[config.mk]
export PLATFORM = sky130hd
export DESIGN_NAME = string_field_splitter_unit_flat
export DESIGN_NICKNAME = d
export VERILOG_FILES = /design/src/design/sfs_pkg.sv /design/src/design/sfs_ifs.sv /design/src/design/string_field_splitter_unit.sv /design/src/flat_wrapper.sv
export SDC_FILE = /design/constraint.sdc
export NUM_CORES = 1
export LEC_CHECK = 0
export ABC_CLOCK_PERIOD_IN_PS = 10400
export BUFFER_PORTS_ARGS = -buffer_cell sky130_fd_sc_hd__buf_2
export CAP_MARGIN = 30
export CORE_UTILIZATION = 30
export DETAILED_ROUTE_END_ITERATION = 10
export SYNTH_ARGS = -nofsm -noshare
export SYNTH_HDL_FRONTEND = slang
export SYNTH_SLANG_ARGS = --single-unit
[constraint.sdc]
create_clock -name clk -period 10.4 [get_ports clk]
set_clock_uncertainty 0.05 [all_clocks]
set_input_delay 2.6 -clock clk [delete_from_list [all_inputs] [get_ports clk]]
set_output_delay 2.6 -clock clk [all_outputs]
set_load 0.02 [all_outputs]
[src/design/sfs_pkg.sv]
// Shared types, codes and helpers of the string field splitter.
package sfs_pkg;

	// Result codes carried on the kind field.
	localparam logic [1:0] KIND_BYTE = 2'd0;
	localparam logic [1:0] KIND_END  = 2'd1;
	localparam logic [1:0] KIND_ERR  = 2'd2;

	// Configuration register indexes.
	localparam int         CFG_IDX_W       = 2;
	localparam logic [1:0] CFG_WS_MODE     = 2'd0;
	localparam logic [1:0] CFG_DELIM_LEN   = 2'd1;
	localparam logic [1:0] CFG_DELIM_BYTES = 2'd2;

	// One result word as it moves between the staging and output registers.
	typedef struct packed {
		logic [1:0]  kind;
		logic [7:0]  out_char;
		logic [15:0] field_count;
	} res_t;

	// True for space, tab, newline, carriage return, form feed and vertical tab.
	function automatic logic is_space(input logic [7:0] c);
		return (c == 8'h20) || (c == 8'h09) || (c == 8'h0A) || (c == 8'h0D) ||
			(c == 8'h0C) || (c == 8'h0B);
	endfunction

endpackage

[src/design/sfs_ifs.sv]
// Handshake interfaces for the input, output and configuration channels.
interface sfs_in_if;
	logic       valid;
	logic       ready;
	logic [7:0] ch;
	logic       has_char;
	logic       end_of_string;

	modport source (output valid, output ch, output has_char, output end_of_string,
		input ready);
	modport sink (input valid, input ch, input has_char, input end_of_string,
		output ready);
endinterface

interface sfs_out_if;
	logic        valid;
	logic        ready;
	logic [1:0]  kind;
	logic [7:0]  out_char;
	logic [15:0] field_count;
	logic        last;

	modport source (output valid, output kind, output out_char, output field_count,
		output last, input ready);
	modport sink (input valid, input kind, input out_char, input field_count,
		input last, output ready);
endinterface

interface sfs_cfg_if;
	import sfs_pkg::*;
	logic                 valid;
	logic                 ready;
	logic [CFG_IDX_W-1:0] index;
	logic [63:0]          data;

	modport source (output valid, output index, output data, input ready);
	modport sink (input valid, input index, input data, output ready);
endinterface

[src/design/string_field_splitter_unit.sv]
// String field splitter: streams field bytes and field-end marks from a byte stream.
// A word is accepted in the idle state; each result is produced one per cycle by the
// scan sequencer while the staging register can take it, and reaches the output register
// when the next result is produced, the last one in the closing step. A failed partial
// match releases its held bytes one at a time. The next word is taken only when the
// sequencer is idle. Async active-low reset loads defaults, except into payload registers.
module string_field_splitter_unit #(
	parameter int MAX_DELIM = 8
) (
	input logic        clk,
	input logic        arst_n,
	sfs_in_if.sink     din,
	sfs_out_if.source  dout,
	sfs_cfg_if.sink    cfg
);
	import sfs_pkg::*;

	localparam int CAP   = (MAX_DELIM < 8) ? MAX_DELIM : 8;
	localparam int BUF_D = MAX_DELIM + 1;
	localparam int NW    = $clog2(BUF_D + 1);

	typedef enum logic [5:0] {
		S_IDLE  = 6'b000001,
		S_WS    = 6'b000010,
		S_ERR   = 6'b000100,
		S_SCAN  = 6'b001000,
		S_DRAIN = 6'b010000,
		S_FIN   = 6'b100000
	} state_t;

	// Configuration registers.
	logic        ws_mode_q;
	logic [3:0]  delim_len_q;
	logic [63:0] delim_q;

	// Sequencer state.
	state_t         state_q, state_d;
	logic [7:0]     buf_q [BUF_D];
	logic [7:0]     buf_d [BUF_D];
	logic [7:0]     buf_sh [BUF_D];
	logic [NW-1:0]  n_q, n_d;
	logic [7:0]     ch_q, ch_d;
	logic           ch_pend_q, ch_pend_d;
	logic           eos_q, eos_d;
	logic           in_word_q, in_word_d;
	logic           at_start_q, at_start_d;
	logic [15:0]    fields_q, fields_d;

	// Staging and output registers.
	logic held_v_q;
	res_t held_q;
	logic out_v_q;
	res_t out_q;
	logic out_last_q;

	logic        out_free, can_prod, prod, fin_push, push_out;
	res_t        prod_res;
	logic [15:0] fields_inc;
	logic [3:0]  eff, sh;
	logic        match_ok, full, partial;

	assign cfg.ready = 1'b1;
	assign din.ready = (state_q == S_IDLE);

	assign dout.valid       = out_v_q;
	assign dout.kind        = out_q.kind;
	assign dout.out_char    = out_q.out_char;
	assign dout.field_count = out_q.field_count;
	assign dout.last        = out_last_q;

	// Effective delimiter length, clipped to the comparator capacity (MAX_DELIM, at most 8).
	assign eff = (delim_len_q > 4'(CAP)) ? 4'(CAP) : delim_len_q;

	assign fields_inc = (fields_q == 16'hFFFF) ? fields_q : fields_q + 16'd1;
	assign out_free   = !out_v_q || dout.ready;
	assign can_prod   = !held_v_q || out_free;

	// Byte comparator: held bytes against the delimiter prefix.
	always_comb begin
		match_ok = 1'b1;
		for (int k = 0; k < CAP; k++) begin
			if (k < int'(n_q) && k < int'(eff) && buf_q[k] != delim_q[8*k +: 8]) begin
				match_ok = 1'b0;
			end
		end
	end

	assign full    = match_ok && (int'(n_q) >= int'(eff));
	assign partial = match_ok && !full;

	// Consume one byte, or a whole delimiter on a full match.
	assign sh = (state_q == S_SCAN && full) ? eff : 4'd1;

	always_comb begin
		for (int i = 0; i < BUF_D; i++) begin
			buf_sh[i] = buf_q[i];
			for (int s = 1; s <= CAP; s++) begin
				if (sh == 4'(s) && i + s < BUF_D) begin
					buf_sh[i] = buf_q[i + s];
				end
			end
		end
	end

	// Sequencer: one result step per cycle while the staging register can take a result.
	always_comb begin
		logic done;
		done       = 1'b0;
		state_d    = state_q;
		buf_d      = buf_q;
		n_d        = n_q;
		ch_d       = ch_q;
		ch_pend_d  = ch_pend_q;
		eos_d      = eos_q;
		in_word_d  = in_word_q;
		at_start_d = at_start_q;
		fields_d   = fields_q;
		prod       = 1'b0;
		prod_res   = '0;
		fin_push   = 1'b0;
		unique case (state_q)
			S_IDLE: begin
				if (din.valid && (din.has_char || din.end_of_string)) begin
					ch_d      = din.ch;
					ch_pend_d = din.has_char;
					eos_d     = din.end_of_string;
					if (ws_mode_q) begin
						state_d = S_WS;
					end else if (eff == 4'd0) begin
						state_d = S_ERR;
					end else begin
						state_d = S_SCAN;
						if (din.has_char) begin
							for (int i = 0; i < BUF_D; i++) begin
								if (i == int'(n_q)) begin
									buf_d[i] = din.ch;
								end
							end
							n_d = n_q + NW'(1);
						end
					end
				end
			end
			S_WS: begin
				if (ch_pend_q) begin
					if (is_space(ch_q)) begin
						if (!in_word_q) begin
							ch_pend_d = 1'b0;
						end else if (can_prod) begin
							prod      = 1'b1;
							prod_res  = '{kind: KIND_END, out_char: 8'd0, field_count: fields_inc};
							fields_d  = fields_inc;
							in_word_d = 1'b0;
							ch_pend_d = 1'b0;
						end
					end else if (can_prod) begin
						prod       = 1'b1;
						prod_res   = '{kind: KIND_BYTE, out_char: ch_q, field_count: fields_q};
						in_word_d  = 1'b1;
						at_start_d = 1'b0;
						ch_pend_d  = 1'b0;
					end
				end else if (eos_q && (in_word_q || at_start_q)) begin
					if (can_prod) begin
						prod     = 1'b1;
						prod_res = '{kind: KIND_END, out_char: 8'd0, field_count: fields_inc};
						fields_d = fields_inc;
						state_d  = S_FIN;
					end
				end else begin
					state_d = S_FIN;
				end
			end
			S_ERR: begin
				if (can_prod) begin
					prod     = 1'b1;
					prod_res = '{kind: KIND_ERR, out_char: 8'd0, field_count: fields_q};
					state_d  = S_FIN;
				end
			end
			S_SCAN: begin
				if (n_q == '0 || partial) begin
					state_d = eos_q ? S_DRAIN : S_FIN;
				end else if (can_prod) begin
					prod  = 1'b1;
					buf_d = buf_sh;
					if (full) begin
						prod_res = '{kind: KIND_END, out_char: 8'd0, field_count: fields_inc};
						fields_d = fields_inc;
						n_d      = n_q - NW'(eff);
					end else begin
						prod_res = '{kind: KIND_BYTE, out_char: buf_q[0], field_count: fields_q};
						n_d      = n_q - NW'(1);
					end
				end
			end
			S_DRAIN: begin
				if (can_prod) begin
					prod = 1'b1;
					if (n_q != '0) begin
						prod_res = '{kind: KIND_BYTE, out_char: buf_q[0], field_count: fields_q};
						buf_d    = buf_sh;
						n_d      = n_q - NW'(1);
					end else begin
						prod_res = '{kind: KIND_END, out_char: 8'd0, field_count: fields_inc};
						fields_d = fields_inc;
						state_d  = S_FIN;
					end
				end
			end
			S_FIN: begin
				if (held_v_q) begin
					if (out_free) begin
						fin_push = 1'b1;
						done     = 1'b1;
					end
				end else begin
					done = 1'b1;
				end
				if (done) begin
					state_d = S_IDLE;
					if (eos_q) begin
						in_word_d  = 1'b0;
						at_start_d = 1'b1;
						n_d        = '0;
					end
				end
			end
			default: begin
				state_d = S_IDLE;
			end
		endcase
	end

	// A new result pushes the staged one out; the closing step pushes it as the last.
	assign push_out = (prod && held_v_q) || fin_push;

	// Configuration writes.
	always_ff @(posedge clk or negedge arst_n) begin
		if (!arst_n) begin
			ws_mode_q   <= 1'b1;
			delim_len_q <= 4'd1;
			delim_q     <= 64'd44;
		end else if (cfg.valid) begin
			unique case (cfg.index)
				CFG_WS_MODE:     ws_mode_q   <= cfg.data[0];
				CFG_DELIM_LEN:   delim_len_q <= cfg.data[3:0];
				CFG_DELIM_BYTES: delim_q     <= cfg.data;
				default: begin
				end
			endcase
		end
	end

	// Sequencer and string state.
	always_ff @(posedge clk or negedge arst_n) begin
		if (!arst_n) begin
			state_q    <= S_IDLE;
			n_q        <= '0;
			ch_pend_q  <= 1'b0;
			eos_q      <= 1'b0;
			in_word_q  <= 1'b0;
			at_start_q <= 1'b1;
			fields_q   <= 16'd0;
			held_v_q   <= 1'b0;
			out_v_q    <= 1'b0;
			out_last_q <= 1'b0;
		end else begin
			state_q    <= state_d;
			n_q        <= n_d;
			ch_pend_q  <= ch_pend_d;
			eos_q      <= eos_d;
			in_word_q  <= in_word_d;
			at_start_q <= at_start_d;
			fields_q   <= fields_d;
			if (prod) begin
				held_v_q <= 1'b1;
			end else if (fin_push) begin
				held_v_q <= 1'b0;
			end
			if (push_out) begin
				out_v_q    <= 1'b1;
				out_last_q <= fin_push;
			end else if (dout.ready) begin
				out_v_q <= 1'b0;
			end
		end
	end

	// Payload registers.
	always_ff @(posedge clk) begin
		buf_q <= buf_d;
		ch_q  <= ch_d;
		if (prod) begin
			held_q <= prod_res;
		end
		if (push_out) begin
			out_q <= held_q;
		end
	end

endmodule

[src/flat_wrapper.sv]
// flat-port wrapper written by rule: the top's interface ports become plain ports
module string_field_splitter_unit_flat import sfs_pkg::*;
#(
	parameter int MAX_DELIM = 8
)
  (clk, arst_n, din_valid, din_ch, din_has_char, din_end_of_string, din_ready, dout_valid, dout_kind, dout_out_char, dout_field_count, dout_last, dout_ready, cfg_valid, cfg_index, cfg_data, cfg_ready);
  sfs_in_if din_i ();
  sfs_out_if dout_i ();
  sfs_cfg_if cfg_i ();
  input logic clk;
  input logic arst_n;
  input wire logic [$bits(din_i.valid)-1:0] din_valid;
  input wire logic [$bits(din_i.ch)-1:0] din_ch;
  input wire logic [$bits(din_i.has_char)-1:0] din_has_char;
  input wire logic [$bits(din_i.end_of_string)-1:0] din_end_of_string;
  output wire logic [$bits(din_i.ready)-1:0] din_ready;
  output wire logic [$bits(dout_i.valid)-1:0] dout_valid;
  output wire logic [$bits(dout_i.kind)-1:0] dout_kind;
  output wire logic [$bits(dout_i.out_char)-1:0] dout_out_char;
  output wire logic [$bits(dout_i.field_count)-1:0] dout_field_count;
  output wire logic [$bits(dout_i.last)-1:0] dout_last;
  input wire logic [$bits(dout_i.ready)-1:0] dout_ready;
  input wire logic [$bits(cfg_i.valid)-1:0] cfg_valid;
  input wire logic [$bits(cfg_i.index)-1:0] cfg_index;
  input wire logic [$bits(cfg_i.data)-1:0] cfg_data;
  output wire logic [$bits(cfg_i.ready)-1:0] cfg_ready;
  assign din_i.valid = din_valid;
  assign din_i.ch = din_ch;
  assign din_i.has_char = din_has_char;
  assign din_i.end_of_string = din_end_of_string;
  assign din_ready = din_i.ready;
  assign dout_valid = dout_i.valid;
  assign dout_kind = dout_i.kind;
  assign dout_out_char = dout_i.out_char;
  assign dout_field_count = dout_i.field_count;
  assign dout_last = dout_i.last;
  assign dout_i.ready = dout_ready;
  assign cfg_i.valid = cfg_valid;
  assign cfg_i.index = cfg_index;
  assign cfg_i.data = cfg_data;
  assign cfg_ready = cfg_i.ready;
  string_field_splitter_unit #(.MAX_DELIM(MAX_DELIM)) u_core (.clk(clk), .arst_n(arst_n), .din(din_i), .dout(dout_i), .cfg(cfg_i));
endmodule
Word level (Yosys, flattened, before mapping)
Index checks and enable logic that the tools add are counted.
{"block": "op_classes", "bitwise": 4, "n_addsub": 4, "reduce_logical": 68, "muxes": 147, "order_cmp": 18, "eq_ne": 68}
{"operator": "72-bit two-way mux", "n": 8}
{"operator": "8-bit two-way mux", "n": 45}
{"operator": "72-bit one-hot mux with 3 select lines", "n": 1}
{"operator": "26-bit two-way mux", "n": 7}
{"operator": "16-bit two-way mux", "n": 11}
{"operator": "26-bit one-hot mux with 4 select lines", "n": 1}
{"operator": "25-bit two-way mux", "n": 4}
{"operator": "10-bit AND reduction", "n": 8}
{"operator": "8-bit inequality test", "n": 8}
{"operator": "6-bit two-way mux", "n": 10}
{"operator": "4-bit two-way mux", "n": 14}
{"operator": "16-bit one-hot mux with 3 select lines", "n": 1}
{"operator": "8-bit by 4-bit equality test with 1-bit output, second input constant", "n": 5}
{"operator": "1-bit two-way mux", "n": 38}
{"operator": "6-bit one-hot mux with 6 select lines", "n": 1}
{"operator": "2-bit by 1-bit inequality test with 1-bit output, second input constant", "n": 17}
{"operator": "3-bit by 4-bit < comparator with 1-bit output, first input constant", "n": 8}
{"operator": "24-bit two-way mux", "n": 1}
{"operator": "1-bit logical AND", "n": 22}
{"operator": "4-bit equality test, first input constant", "n": 5}
{"operator": "16-bit by 1-bit adder with 16-bit output, second input constant", "n": 1}
{"operator": "16-bit equality test, second input constant", "n": 1}
{"operator": "4-bit by 3-bit equality test with 1-bit output, second input constant", "n": 4}
{"operator": "1-bit by 4-bit < comparator with 1-bit output, first input constant", "n": 4}
{"operator": "other kinds (41)", "n": 84}
{"block": "word_totals", "elab_cells": 338, "inputBits": 81, "reg_bits": 234}

Logic depth before layout (Yosys ltp)
{"block": "logic_depth", "word_depth": 28, "ltp_mapped": 18, "mapped_depth_nobuf": 15}

Worst setup path after synthesis
OpenSTA, ideal clock, no wires.
{"block": "synth_path", "kind": "input -> register", "start": "in dout_ready", "end": "reg u_core.out_q (netlist bit u_core.dout.field_count[0]), enable pin", "cell_stages": 7, "arrival_ns": 4.847, "path_slack_ns": 5.119, "t_required_ns": 9.965, "path_buffers": 1, "path_cell_list": "nor2b_1 and2_1 clkbuf_1 a21oi_1 o31a_1 a41o_1 o21a_1"}
{"block": "synth_between", "elab_chain_cells": 9, "elab_cells_between_ends": 14}
{"item": "start, declared", "line": "flat_wrapper.sv:22", "rtl": "input wire logic [$bits(dout_i.ready)-1:0] dout_ready;"}
{"item": "1-bit logical OR *", "line": "string_field_splitter_unit.sv:75", "rtl": "assign out_free = !out_v_q || dout.ready;"}
{"item": "1-bit logical OR *", "line": "string_field_splitter_unit.sv:76", "rtl": "assign can_prod = !held_v_q || out_free;"}
{"item": "1-bit two-way mux *"}
{"item": "1-bit two-way mux", "line": "string_field_splitter_unit.sv:147", "rtl": "if (!in_word_q) begin"}
{"item": "1-bit two-way mux", "line": "string_field_splitter_unit.sv:146", "rtl": "if (is_space(ch_q)) begin"}
{"item": "1-bit two-way mux", "line": "string_field_splitter_unit.sv:145", "rtl": "if (ch_pend_q) begin"}
{"item": "1-bit one-hot mux with 3 select lines *", "line": "string_field_splitter_unit.sv:121", "rtl": "unique case (state_q)"}
{"item": "via u_core.prod", "line": "string_field_splitter_unit.sv:56", "rtl": "logic out_free, can_prod, prod, fin_push, push_out;"}
{"item": "1-bit logical AND *", "line": "string_field_splitter_unit.sv:236", "rtl": "assign push_out = (prod && held_v_q) || fin_push;"}
{"item": "1-bit logical OR *", "line": "string_field_splitter_unit.sv:236"}
{"item": "via u_core.push_out", "line": "string_field_splitter_unit.sv:56"}
{"item": "end signal, assigned", "line": "string_field_splitter_unit.sv:298", "rtl": "out_q <= held_q;"}
{"item": "end, declared", "line": "string_field_splitter_unit.sv:53", "rtl": "res_t out_q;"}
The timed path passes the listed nets; every way through them passes the cells marked *.
A chain may end at the register's enable or synchronous reset.

==> summary.txt <==
Timing
  – Fin Setup TNS: 0 ns
  – Fin Hold WS: 0.366 ns
  – Final Hold Viols: 0
  – Fmax: 0.191 GHz
  – Max_slew headroom: 0.328
  – Final setup viols: 0
  – Worst-Margin Slew: between 1 and 1.5 ns
  – RSZ-0062 raised after global routing: no
  – Tcrit/Tclk final: 0.504
  – Slew Viols, Final: 0
  – Tmin final: 5.24 ns

Worst setup path
  – Crit. End Element: flop
  – Worst R2R Setup Slack: just over 5 ns
  – RR Startpoint: u_core.delim_len_q[1]
  – CP most frequent cell: a21o_1
  – Critical path, cell by cell: and2b_1 > clkinv_1 > fa_1 > a21o_1 > a21o_1 > a21o_1 > nand2_1 > nor3_4 > buf_4 > a21oi_1 > o221ai_1 > o22ai_1
  – Worst-path fanout max: 22
  – Critical Path RT: 10.64 ns
  – R2R Path End: u_core.buf_q[40]
  – Cells on worst reg2reg path: 12
  – CP arrival: 5.48 ns
  – Critical path's largest stage delay: 0.92 ns
  – Worst setup path class: reg -> reg
  – Startpoint types: flop
  – CP max-delay cell: dfrtp_1

Logic synthesis
  – Distinct cells, synth: 87
  – Synth cell count leaders: 132 x edfxtp_1, 124 x nand2_1, 95 x dfrtp_1
  – Most common cell in the netlist: edfxtp_1
  – Top_reg_cell synth: edfxtp_1
  – Ys async rst share: 0.436
  – Post-synth EDFFs: 132
  – Synth Instances: 1279
  – #FFs+latches synth: ~230
  – Area share of the largest cell type after synthesis: 0.297
  – Post-synth top area cell: edfxtp_1
  – Syn Area/Cell: 10.5 um^2
  – Synth area leaders: edfxtp_1 30%, dfrtp_1 18%, mux2_2 6.8%, nand2_1 3.5%, a21oi_1 3.0%
  – Post-synthesis sequential area ratio: 0.488
  – Post-Synthesis Cell Area: 13400 um^2
  – Synth warnings: 0
  – Synth Net Count: 1372

Job
  – MaxCap Viol Count: 0

GRT
  – GR Util met3: 0.0497
  – Met2 usage: 0.329
  – Largest net degree at the start of global routing: 65
  – First-pass GRT wire length: roughly 70000 um
  – Gr ovfl total: 0
  – Busiest layer in global routing: met2
  – Initial antenna violation count: 1
  – Global Route Usage Sum: 0.211
  – M1 GR Usage: 0.279
  – Vias in the first global route: 10770

Clock network
  – Post_cts resized: 0
  – CTS H-tree lvls: 1
  – CTS tree: built
  – Clock tree sinks: 234
  – Clock slew at reported path FFs: 0.07 ns
  – CTS Buffer Depth: 3
  – Root Buffer: clkbuf_16
  – Hold buffer count at cts: 0
  – Later-pin clock latency in the skew report: 0.56 ns
  – Post-CTS setup buffer count: 0
  – CTS buffer count: 25

Floorplanning
  – Chip width: 213 um
  – Die Y: 213 um
  – IO Pins: 111
  – Die ar.: 45400 um^2
  – Starting Density: 0.307
  – Cell row count: 76
  – Area of the core: around 44000 um^2

Detailed routing
  – Post-route ant nets: 0
  – Drc violations: 0
  – Total Wirelength: approximately 48000 um
  – Vias per cell: around 5.8
  – Vias: 11313
  – DR iter-0 viols: approximately 1400
  – Routed len/inst: about 25 um
  – Initial DRT Pass Iterations: 7

Placement
  – Placed Cells: 1909
  – RD Place Congestion: 1.01
  – Port bufs: 109
  – DPL Wire Length: between 30000 and 40000 um

Cells and area
  – Area occupied by multi-input gates: 6330 um^2
  – Finished Layout Cells: 1956
  – Area growth, synth to finish: 15.2%
  – Final nets: 1445
  – Seq. cell area: 6530 um^2
  – Fill cell count: 4451
  – Util after Layout: 0.354
  – Layout cells sized above 1: 0.219

Min path
  – Hold_sp: u_core.held_q[17]
  – Worst min-delay path category: reg -> reg
  – Hold Path End: u_core.dout.out_char[1]
  – Hold depth: 0

Run status
  – Outcome: completed

Power
  – Cell Pwr Density: 251 nW/um^2
  – Maximum vdd drop: 0.128 mV
  – Leak: 5.89 nW
registers in the layout (all words and copies together) (netlist names), 6 cells and up:
name                     cells
u_core.buf_q                72
u_core.ch_q                  8
u_core.delim_q              64
u_core.dout.field_count     16
u_core.dout.out_char         8
u_core.fields_q             16
u_core.held_q               26
u_core.state_q               6
stage by stage:
| step | instance area, um^2 | power, mW | worst slack (ns) |
|---|---|---|---|
| 2_1_floorplan | 13400 | 2.32 | 5.12 |
| 3_3_place_gp | 14400 | 2.81 | 4.58 |
| 3_5_place_dp | 14500 | 2.84 | 5.16 |
| 4_1_cts | 15400 | 3.85 | 5.13 |
| 5_1_grt | 15400 | 4.04 | 4.84 |
| 6_report | 15400 | 3.87 | 5.16 |
kinds of logic after synthesis:
group	share of synthesized area
muxes	0.0826
DFF	0.488
and+or+nand+nor	0.141
AOI/OAI and AO/OA	0.185
buffers and inverters	0.0403
xor gates and xnor gates	0.0511
adders and majority gates	0.0118
other	0.000281
cell usage in the layout (no fill, tap or decap), types with 7 or more instances in the layout:
cell	n
edfxtp_1	132
nand2_1	123
buf_2	113
dfrtp_1	95
mux2_2	81
a21oi_1	80
o21ai_0	69
nor2_1	69
xor2_1	41
xnor2_1	37
inv_1	32
a31oi_1	29
nand3_1	28
clkbuf_16	28
nor3_1	19
buf_4	19
a21o_1	18
and3_1	18
mux2i_1	18
a211oi_1	17
o22ai_1	17
nand4_1	16
nor4_1	15
a221oi_1	14
a22o_1	14
o221ai_1	13
ha_1	11
o31ai_1	10
a211o_1	9
o211ai_1	9
and2_1	9
or4_1	7
nand3b_1	7
dfstp_2	7
per-layer routing:
| layer | routed length (um) | share of wire | vias up |
|---|---|---|---|
| met2 | 21400 | 0.45 | 691 |
| met3 | 4870 | 0.10 | 150 |
| li1 | - | - | 4985 |
| met4 | 2280 | 0.048 | 2 |
| met5 | 13 | 0.00027 | - |
| met1 | 19400 | 0.40 | 5485 |
area by class of cell:
type | count | share of cell area
inverters | 37 | 0.00902
repair buffers | 134 | 0.0495
diodes | 1 | 0.000162
clock buffers | 34 | 0.0489
clock inverters | 11 | 0.0104
well taps | 585 | 0.0475
multi-input cells | 920 | 0.411
flip-flops and latches | 234 | 0.424
worst max path at each step:
stage                                startpoint                    endpoint  slack [ns]
final                     u_core.delim_len_q[1]            u_core.buf_q[40]        5.16
after global routing      u_core.delim_len_q[3]            u_core.held_q[8]        4.84
after CTS                 u_core.delim_len_q[3]            u_core.buf_q[67]        5.13
after detailed placement             dout_ready            u_core.buf_q[67]        5.16
after global placement               dout_ready  u_core.dout.field_count[0]        4.58
after floorplan                      dout_ready  u_core.dout.field_count[0]        5.12
critical path: cells and delay by family (launching register included):
kind,cells,cell delay (ns)
DFF,1,0.92
adders and majority gates,1,0.55
buffers and inverters,2,0.60
and+or+nand+nor,3,0.88
AOI/OAI and AO/OA,6,1.97
power by group:
group / total [mW] / internal (mW) / switching (mW)
clock network: 0.992 / 0.607 / 0.385
logic: 1.22 / 0.459 / 0.764
registers: 1.66 / 1.29 / 0.367
total: 3.87 / 2.36 / 1.52
Note: power is estimated with default switching activity, not from simulation.
